## config.mk

```make
export PLATFORM = sky130hd
export DESIGN_NAME = best_fit_block_reuse_pool_core
export DESIGN_NICKNAME = d
export VERILOG_FILES = /design/src/rtl/core/bfrp_pkg.sv /design/src/rtl/core/best_fit_block_reuse_pool_core.sv /design/src/rtl/core/bfrp_ram.sv
export SDC_FILE = /design/constraint.sdc
export NUM_CORES = 2
export LEC_CHECK = 0
export ABC_AREA = 0
export BUFFER_PORTS_ARGS = -buffer_cell sky130_fd_sc_hd__buf_4
export CAP_MARGIN = 20
export CORE_UTILIZATION = 45
export DETAILED_ROUTE_END_ITERATION = 10
export SETUP_SLACK_MARGIN = 0.15
export SLEW_MARGIN = 30
export SYNTH_ARGS = -nofsm -noshare
export SYNTH_HDL_FRONTEND = slang
export SYNTH_SLANG_ARGS = --single-unit
```

## constraint.sdc

```tcl
create_clock -name i_clk -period 26.1 [get_ports i_clk]
set_input_delay 1.305 -clock i_clk [delete_from_list [all_inputs] [get_ports i_clk]]
set_output_delay 1.305 -clock i_clk [all_outputs]
set_load 0.03 [all_outputs]
```

## src/rtl/core/bfrp_pkg.sv

```systemverilog
// Shared types and constants for the best-fit block reuse pool.
`timescale 1ns / 1ps

package bfrp_pkg;

    localparam int DATA_W      = 32;
    localparam int OP_W        = 2;
    localparam int HELD_W      = 5;
    localparam int SLOTS_DEF   = 24;
    localparam int SLACK_DEF   = 2;

    typedef enum logic [OP_W-1:0] {
        OP_ACQUIRE = 2'd0,
        OP_RELEASE = 2'd1,
        OP_DRAIN   = 2'd2
    } t_op;

    typedef enum logic {
        CFG_POOL_ENABLED = 1'b0,
        CFG_MAX_BYTES    = 1'b1
    } t_cfg_index;

    typedef enum logic [2:0] {
        ST_IDLE,
        ST_SCAN,
        ST_TAKE,
        ST_MOVE,
        ST_RELEASE,
        ST_DRAIN_RD,
        ST_DRAIN_OUT,
        ST_MISS
    } t_state;

    typedef struct packed {
        logic [DATA_W-1:0] phys;
        logic [DATA_W-1:0] virt;
        logic [DATA_W-1:0] size;
    } t_entry;

    typedef struct packed {
        logic              found;
        logic [DATA_W-1:0] phys;
        logic [DATA_W-1:0] virt;
        logic [DATA_W-1:0] size;
        logic              must_free;
        logic              last;
        logic [HELD_W-1:0] entries;
        logic [DATA_W-1:0] bytes;
        logic [DATA_W-1:0] evictions;
    } t_result;

endpackage

```

## src/rtl/core/best_fit_block_reuse_pool_core.sv

```systemverilog
// Top level of the best-fit block reuse pool: sequencer, counters and slot memory.
//
//   channel  direction  handshake                 payload
//   input    in         i_in_valid / o_in_stall   i_op, i_size, i_phys_addr, i_virt_addr
//   output   out        o_out_valid / i_out_stall o_found .. o_evictions
//   config   in         i_cfg_valid / o_cfg_ready i_cfg_index, i_cfg_data
//
// An acquire is taken in the idle step and scans with one slot read per scan cycle, then
// lets the last read and its comparison finish and, on a hit, reads the last entry and
// writes it back into the taken slot. A release and a drain each go through their own steps,
// and a drain reads each held block before it is emitted. Reset is synchronous, active low,
// and resets the counters and the control state but not the slot memory or the captured item.
// A stalled output holds the sequencer at its result step; a new item is taken only in idle.
`timescale 1ns / 1ps

module best_fit_block_reuse_pool_core #(
    parameter int SLOTS        = bfrp_pkg::SLOTS_DEF,
    parameter int SLACK_FACTOR = bfrp_pkg::SLACK_DEF
) (
    input  logic                        i_clk,
    input  logic                        i_rst_n,
    input  logic                        i_in_valid,
    output logic                        o_in_stall,
    input  logic [bfrp_pkg::OP_W-1:0]   i_op,
    input  logic [bfrp_pkg::DATA_W-1:0] i_size,
    input  logic [bfrp_pkg::DATA_W-1:0] i_phys_addr,
    input  logic [bfrp_pkg::DATA_W-1:0] i_virt_addr,
    output logic                        o_out_valid,
    input  logic                        i_out_stall,
    output logic                        o_found,
    output logic [bfrp_pkg::DATA_W-1:0] o_out_phys,
    output logic [bfrp_pkg::DATA_W-1:0] o_out_virt,
    output logic [bfrp_pkg::DATA_W-1:0] o_out_size,
    output logic                        o_must_free,
    output logic                        o_last,
    output logic [bfrp_pkg::HELD_W-1:0] o_entries_held,
    output logic [bfrp_pkg::DATA_W-1:0] o_bytes_held,
    output logic [bfrp_pkg::DATA_W-1:0] o_evictions,
    input  logic                        i_cfg_valid,
    output logic                        o_cfg_ready,
    input  logic                        i_cfg_index,
    input  logic [bfrp_pkg::DATA_W-1:0] i_cfg_data
);

    import bfrp_pkg::*;

    localparam int IDX_W = (SLOTS > 1) ? $clog2(SLOTS) : 1;
    localparam int CNT_W = $clog2(SLOTS + 1);
    localparam int LIM_W = DATA_W + $clog2(SLACK_FACTOR + 1);
    localparam int ENT_W = $bits(t_entry);

    t_state              r_state, n_state;
    logic [OP_W-1:0]     r_op;
    logic [DATA_W-1:0]   r_size, r_phys, r_virt;
    logic [LIM_W-1:0]    r_limit;
    logic [CNT_W-1:0]    r_idx, n_idx;
    logic                r_pend, n_pend;
    logic [IDX_W-1:0]    r_cmp_idx, n_cmp_idx;
    logic                r_have, n_have;
    logic [IDX_W-1:0]    r_best_idx, n_best_idx;
    t_entry              r_best, n_best;
    logic [CNT_W-1:0]    r_drain_n, n_drain_n;
    logic [CNT_W-1:0]    r_count, n_count;
    logic [DATA_W-1:0]   r_total, n_total;
    logic [DATA_W-1:0]   r_evict, n_evict;
    logic                r_pool_enabled;
    logic [DATA_W-1:0]   r_max_bytes;
    t_result             r_res, n_res;
    logic                r_out_valid;

    logic                in_accept;
    logic                out_free;
    logic                out_load;
    logic                mem_wr_en;
    logic [IDX_W-1:0]    mem_wr_addr;
    t_entry              mem_wr_data;
    logic [IDX_W-1:0]    mem_rd_addr;
    logic [ENT_W-1:0]    mem_rd_raw;
    t_entry              rd_entry;
    logic [IDX_W-1:0]    last_idx;
    logic                fit;
    logic                better;
    logic                rel_ok;
    logic                drain_last;

    assign in_accept   = i_in_valid && !o_in_stall;
    assign o_in_stall  = (r_state != ST_IDLE);
    assign out_free    = !r_out_valid || !i_out_stall;
    assign o_cfg_ready = 1'b1;
    assign rd_entry    = t_entry'(mem_rd_raw);
    assign last_idx    = IDX_W'(r_count - CNT_W'(1));

    assign fit    = r_pool_enabled && (rd_entry.size >= r_size)
                    && (LIM_W'(rd_entry.size) <= r_limit);
    assign better = !r_have || (rd_entry.size < r_best.size);
    assign rel_ok = r_pool_enabled && (r_count < CNT_W'(SLOTS))
                    && ({1'b0, r_total} + {1'b0, r_size} <= {1'b0, r_max_bytes});
    assign drain_last = ((r_idx + CNT_W'(1)) == r_drain_n);

    assign mem_rd_addr = (r_state == ST_TAKE || r_state == ST_MOVE) ? last_idx
                                                                    : r_idx[IDX_W-1:0];

    bfrp_ram #(
        .WIDTH (ENT_W),
        .DEPTH (SLOTS)
    ) u_slots (
        .i_clk     (i_clk),
        .i_wr_en   (mem_wr_en),
        .i_wr_addr (mem_wr_addr),
        .i_wr_data (mem_wr_data),
        .i_rd_addr (mem_rd_addr),
        .o_rd_data (mem_rd_raw)
    );

    always_comb begin
        n_state     = r_state;
        n_idx       = r_idx;
        n_pend      = r_pend;
        n_cmp_idx   = r_cmp_idx;
        n_have      = r_have;
        n_best_idx  = r_best_idx;
        n_best      = r_best;
        n_drain_n   = r_drain_n;
        n_count     = r_count;
        n_total     = r_total;
        n_evict     = r_evict;
        mem_wr_en   = 1'b0;
        mem_wr_addr = r_best_idx;
        mem_wr_data = rd_entry;
        out_load    = 1'b0;
        n_res       = '0;
        n_res.last  = 1'b1;

        case (r_state)
            ST_IDLE: begin
                if (in_accept) begin
                    n_idx  = '0;
                    n_pend = 1'b0;
                    n_have = 1'b0;
                    case (i_op)
                        OP_ACQUIRE: n_state = ST_SCAN;
                        OP_RELEASE: n_state = ST_RELEASE;
                        OP_DRAIN: begin
                            n_drain_n = r_count;
                            n_count   = '0;
                            n_total   = '0;
                            n_state   = (r_count == '0) ? ST_MISS : ST_DRAIN_RD;
                        end
                        default: n_state = ST_MISS;
                    endcase
                end
            end
            ST_SCAN: begin
                if (r_pend && fit && better) begin
                    n_have     = 1'b1;
                    n_best_idx = r_cmp_idx;
                    n_best     = rd_entry;
                end
                if (r_idx < r_count) begin
                    n_idx     = r_idx + CNT_W'(1);
                    n_pend    = 1'b1;
                    n_cmp_idx = r_idx[IDX_W-1:0];
                end else begin
                    n_pend = 1'b0;
                    if (!r_pend) begin
                        n_state = r_have ? ST_TAKE : ST_MISS;
                    end
                end
            end
            ST_TAKE: begin
                n_state = ST_MOVE;
            end
            ST_MOVE: begin
                if (out_free) begin
                    mem_wr_en   = 1'b1;
                    mem_wr_addr = r_best_idx;
                    mem_wr_data = rd_entry;
                    n_count     = r_count - CNT_W'(1);
                    n_total     = r_total - r_best.size;
                    out_load    = 1'b1;
                    n_res.found = 1'b1;
                    n_res.phys  = r_best.phys;
                    n_res.virt  = r_best.virt;
                    n_res.size  = r_best.size;
                    n_state     = ST_IDLE;
                end
            end
            ST_RELEASE: begin
                if (out_free) begin
                    out_load = 1'b1;
                    n_state  = ST_IDLE;
                    if (rel_ok) begin
                        mem_wr_en        = 1'b1;
                        mem_wr_addr      = r_count[IDX_W-1:0];
                        mem_wr_data.phys = r_phys;
                        mem_wr_data.virt = r_virt;
                        mem_wr_data.size = r_size;
                        n_count          = r_count + CNT_W'(1);
                        n_total          = r_total + r_size;
                        n_res.found      = 1'b1;
                    end else begin
                        n_evict         = r_evict + DATA_W'(1);
                        n_res.phys      = r_phys;
                        n_res.virt      = r_virt;
                        n_res.size      = r_size;
                        n_res.must_free = 1'b1;
                    end
                end
            end
            ST_DRAIN_RD: begin
                n_state = ST_DRAIN_OUT;
            end
            ST_DRAIN_OUT: begin
                if (out_free) begin
                    out_load        = 1'b1;
                    n_res.found     = 1'b1;
                    n_res.phys      = rd_entry.phys;
                    n_res.virt      = rd_entry.virt;
                    n_res.size      = rd_entry.size;
                    n_res.must_free = 1'b1;
                    n_res.last      = drain_last;
                    n_idx           = r_idx + CNT_W'(1);
                    n_state         = drain_last ? ST_IDLE : ST_DRAIN_RD;
                end
            end
            ST_MISS: begin
                if (out_free) begin
                    out_load = 1'b1;
                    n_state  = ST_IDLE;
                end
            end
            default: begin
                n_state = ST_IDLE;
            end
        endcase

        n_res.entries   = HELD_W'(n_count);
        n_res.bytes     = n_total;
        n_res.evictions = n_evict;
    end

    always_ff @(posedge i_clk) begin
        if (!i_rst_n) begin
            r_state        <= ST_IDLE;
            r_idx          <= '0;
            r_pend         <= 1'b0;
            r_have         <= 1'b0;
            r_drain_n      <= '0;
            r_count        <= '0;
            r_total        <= '0;
            r_evict        <= '0;
            r_pool_enabled <= 1'b1;
            r_max_bytes    <= DATA_W'(16777216);
            r_out_valid    <= 1'b0;
        end else begin
            r_state   <= n_state;
            r_idx     <= n_idx;
            r_pend    <= n_pend;
            r_have    <= n_have;
            r_drain_n <= n_drain_n;
            r_count   <= n_count;
            r_total   <= n_total;
            r_evict   <= n_evict;
            if (i_cfg_valid && o_cfg_ready) begin
                case (i_cfg_index)
                    CFG_POOL_ENABLED: r_pool_enabled <= i_cfg_data[0];
                    CFG_MAX_BYTES:    r_max_bytes    <= i_cfg_data;
                    default:          r_max_bytes    <= r_max_bytes;
                endcase
            end
            if (out_load) begin
                r_out_valid <= 1'b1;
            end else if (!i_out_stall) begin
                r_out_valid <= 1'b0;
            end
        end
    end

    always_ff @(posedge i_clk) begin
        if (in_accept) begin
            r_op    <= i_op;
            r_size  <= i_size;
            r_phys  <= i_phys_addr;
            r_virt  <= i_virt_addr;
            r_limit <= LIM_W'(i_size) * LIM_W'(SLACK_FACTOR);
        end
        r_cmp_idx  <= n_cmp_idx;
        r_best_idx <= n_best_idx;
        r_best     <= n_best;
        if (out_load) begin
            r_res <= n_res;
        end
    end

    assign o_out_valid    = r_out_valid;
    assign o_found        = r_res.found;
    assign o_out_phys     = r_res.phys;
    assign o_out_virt     = r_res.virt;
    assign o_out_size     = r_res.size;
    assign o_must_free    = r_res.must_free;
    assign o_last         = r_res.last;
    assign o_entries_held = r_res.entries;
    assign o_bytes_held   = r_res.bytes;
    assign o_evictions    = r_res.evictions;

    a_count_bound: assert property (@(posedge i_clk) disable iff (!i_rst_n)
        r_count <= CNT_W'(SLOTS))
        else $error("Held block count exceeds the slot count.");

    a_empty_no_bytes: assert property (@(posedge i_clk) disable iff (!i_rst_n)
        (r_count == '0) |-> (r_total == '0))
        else $error("Empty pool holds a nonzero byte total.");

    a_busy_after_accept: assert property (@(posedge i_clk) disable iff (!i_rst_n)
        in_accept |=> o_in_stall)
        else $error("Sequencer did not leave idle after taking an item.");

    a_drain_empties: assert property (@(posedge i_clk) disable iff (!i_rst_n)
        (out_load && n_res.found && n_res.must_free) |-> (n_count == '0 && n_total == '0))
        else $error("Drained block reported with a nonempty pool.");

    a_op_recorded: assert property (@(posedge i_clk) disable iff (!i_rst_n)
        (r_state == ST_RELEASE) |-> (r_op == OP_RELEASE))
        else $error("Release step entered for an item that is not a release.");

endmodule

```

## src/rtl/core/bfrp_ram.sv

```systemverilog
// Generic single-write, single-read synchronous RAM with registered read data.
`timescale 1ns / 1ps

module bfrp_ram #(
    parameter int WIDTH = 8,
    parameter int DEPTH = 16,
    localparam int ADDR_W = (DEPTH > 1) ? $clog2(DEPTH) : 1
) (
    input  logic              i_clk,
    input  logic              i_wr_en,
    input  logic [ADDR_W-1:0] i_wr_addr,
    input  logic [WIDTH-1:0]  i_wr_data,
    input  logic [ADDR_W-1:0] i_rd_addr,
    output logic [WIDTH-1:0]  o_rd_data
);

    logic [WIDTH-1:0] r_mem [DEPTH];
    logic [WIDTH-1:0] r_rd_data;

    always_ff @(posedge i_clk) begin
        if (i_wr_en) begin
            r_mem[i_wr_addr] <= i_wr_data;
        end
        r_rd_data <= r_mem[i_rd_addr];
    end

    assign o_rd_data = r_rd_data;

endmodule

```

==> results.py <==
metrics = {
    "synthesis": {
        "synth_cell_types": 78,
        "synth_seq_cells": 2888,
        "netlist_top_cells_area": "edfxtp_1 (70%), mux4_2 (11%), dfxtp_1 (3.7%), ha_1 (2.1%), mux2_2 (1.9%)",
        "yosysTopAreaCell": "edfxtp_1",
        "synthArstFlopShare_pct": 0,
        "syn_avg_cell_area_sq_um": 19.0,
        "syn_inst": 6081,
        "synth_top_cell_area_share_pct": 69.6,
        "yosysSeqAreaShare_pct": 73.4,
        "synth-edff-count": 2674,
        "syn-num-nets": 6417,
        "ys_warn_count": 0,
        "synth_flop_cell": "edfxtp_1",
        "syn_area_sq_mm": 0.115,
    },
    "global_routing": {
        "gr-usage-met3_pct": 3.70,
        "grt_pass1_vias": 60000,
        "grt_use_met1_pct": 34.7,
        "grt_max_degree": 151,
        "met2_usage_pct": 33.9,
        "grt-busiest-layer": "met1",
        "grt-ovfl-total": 0,
        "grt_pass1_wl_mm": 425,
        "antenna_found_initial": 13,
        "grt_usage_pct": 22.7,
    },
    "cells_and_area": {
        "final_core_util_pct": 52.0,
        "layout-drive-gt1-share_pct": 25.0,
        "syn_to_final_growth_pct": 14.7,
        "finalNetCount": 6864,
        "largest_register_ffs": 2304,
        "n_fill_cell": 20000,
        "seq_area_sq_mm": 0.0846,
        "final_cell_mix": "edfxtp_1 (2674), mux4_2 (576), buf_4 (387), clkbuf_16 (323), nand2_1 (258)",
        "multiInputGateArea_sq_mm": 0.0290,
        "final_common_cell": "edfxtp_1",
        "regMostFlops": "u_slots.r_mem",
    },
    "placed_design": {
        "gp_congestion": 0.912,
        "portBuffers": 305,
        "hpwl_mm": 175,
        "pre_cts_slack_ps": 17250,
    },
    "clocking": {
        "clockRootBuffer": "clkbuf_16",
        "htreeDepth": 5,
        "post_cts_resize_count": 0,
        "clk_pin_slew_worst_paths_ps": 60,
        "cts.sinks": 2888,
        "hold_buffers": 0,
        "clk_path_buf_depth": 4,
        "cts_tree": "built",
        "postCtsSetupBuffers": 0,
        "clkLatencyLatePin_ps": 970,
        "cts_made_buffers": 321,
    },
    "min_path": {
        "holdPathStages": 0,
        "hold_class": "flip-flop to flip-flop",
    },
    "sta": {
        "fin_ws_ps": 17250,
        "setup_viol": 0,
        "fmax_ghz": 0.113,
        "skew_ps": 97.6,
        "finalCriticalPeriod_ps": 8850,
        "setup_total_negative_slack_ps": 0,
        "report.final.slew_viol_count": 0,
        "tightest_slew_ps": 1320,
        "rsz0062_at_grt": "no",
        "relSlewSlack_pct": 11.7,
        "post-route-period-util_pct": 33.9,
        "hold_viol": 0,
    },
    "job": {
        "drv_cap": 0,
    },
    "floorplan": {
        "die_y_um": 508,
        "core_sq_mm": 0.254,
        "dieArea_sq_mm": 0.258,
        "io_pins": 307,
        "initial_core_util_pct": 45.3,
        "core.rowCount": 185,
        "fp.dieW_um": 508,
    },
    "drt": {
        "wl_mm": 294,
        "drc": 0,
        "initialDrtViolationCount": 6793,
        "avgRoutedWirePerCell_um": 29.0,
        "drt_first_pass_iters": 8,
        "ant_nets": 0,
        "dr_total_vias": 60400,
        "viasPerCell": 5.95,
    },
    "run_status": {
        "outcome": "completed",
    },
    "power": {
        "p_seq_share_pct": 37.8,
        "internal_power_mw": 11.1,
        "switchingPower_mw": 5.95,
        "comb_power_share_pct": 36.4,
        "power.density_mw_per_mm2": 129,
        "peakVddDrop_v": 0.000147,
        "p_leak_nw": 45.9,
        "pwr-share-clk_pct": 25.8,
        "sw_frac_of_total_pct": 34.8,
    },
    "worst_setup_path": {
        "cp.required_ps": 26630,
        "end_kind": "flip-flop",
        "critPathKind": "flip-flop to flip-flop",
        "r2r_cells": 24,
        "crit_fanout": 43,
        "worst-endpoint-arrival_ps": 9390,
        "start_kind": "flip-flop",
    },
}
==> path summary, 6_finish.rpt <==
kind,start,to,slack (ps)
max,r_limit[3],u_slots.r_mem[14][22],17250
min,r_cmp_idx[2],r_best_idx[2],430
max reg2reg,r_limit[3],u_slots.r_mem[14][22],17250
min reg2reg,r_cmp_idx[2],r_best_idx[2],430
==> logic make-up after synthesis <==
kind of cell    Yosys count  share of synthesized area (%)
fa+ha+maj               200                           2.18
compound gates          735                           4.36
simple gates            677                           2.76
flops                  2888                           73.4
mux                     963                           14.8
xor+xnor                 95                          0.722
buf+inv                 522                           1.80
other cells               1                        0.00325
==> synth_stat cells (all sizes together), types with 12 or more instances <==
library cell	instances
o21a	17
buf	130
a31oi	19
nor2b	12
o211ai	111
mux4	576
nand3	29
nor3	29
a211oi	14
dfxtp	214
clkbuf	164
nand2b	14
inv	226
mux2i	194
a222oi	96
a21o	48
a21oi	157
mux2	193
o21ai	180
nand4	57
and2	72
a221o	21
edfxtp	2674
xnor2	65
nand2	259
nor2	156
and3	21
xor2	30
ha	198
==> routing by layer <==
metal / routed length [um] / vias to the layer above
met5: 13 / -
met4: 6170 / 2
met3: 21400 / 430
met2: 133000 / 2418
met1: 134000 / 31900
li1: - / 25700
==> critical path, cell delays in order (launching register included) <==
cell      delay (ps)
edfxtp_1         480
ha_1             390
o21ai_0          110
o21ai_0          450
nand3_1          220
a31oi_1          340
a21oi_1          180
o41ai_1          590
a221o_1          250
xnor2_1          150
inv_1             70
ha_1             300
nand3_1          110
nor2_1           210
nand4_1          110
o21ai_0          240
a31oi_1          120
nor3_4           210
buf_4            570
buf_4            680
a32oi_1          190
buf_4            230
nor2_4           690
buf_4            650
buf_4            710
==> area by class of cell <==
cell class,instances,area share [%]
clock inverter,136,1.08
inverter,228,0.651
clock buffer,429,6.64
timing repair buffer,418,2.58
antenna,16,0.0303
multi-input combinational,2671,21.9
sequential,2888,63.9
tap,3366,3.18
==> through the flow <==
| step | hold slack [ps] | area [sq um] | power (mW) | cells |
|---|---|---|---|---|
| CTS | 427 | 132000 | 17.2 | 10100 |
| detailed placement | 405 | 122000 | 12.8 | 9565 |
| global route | 435 | 132000 | 17.8 | 10100 |
| global placement | 407 | 122000 | 12.7 | 9564 |
| finish | 427 | 132000 | 17.1 | 10200 |
| floorplan | 400 | 115000 | 10.5 | 6081 |
==> power by group through the flow <==
stage	combinational (mW)	clock (mW)	sequential [mW]
after floorplan	3.82	0	6.68
after detailed placement	6.26	0	6.55
final	6.21	4.41	6.46
after CTS	6.27	4.49	6.46
after global placement	6.21	0	6.54
after global routing	6.65	4.65	6.49
No activity file was read; power rests on OpenSTA's default activity.
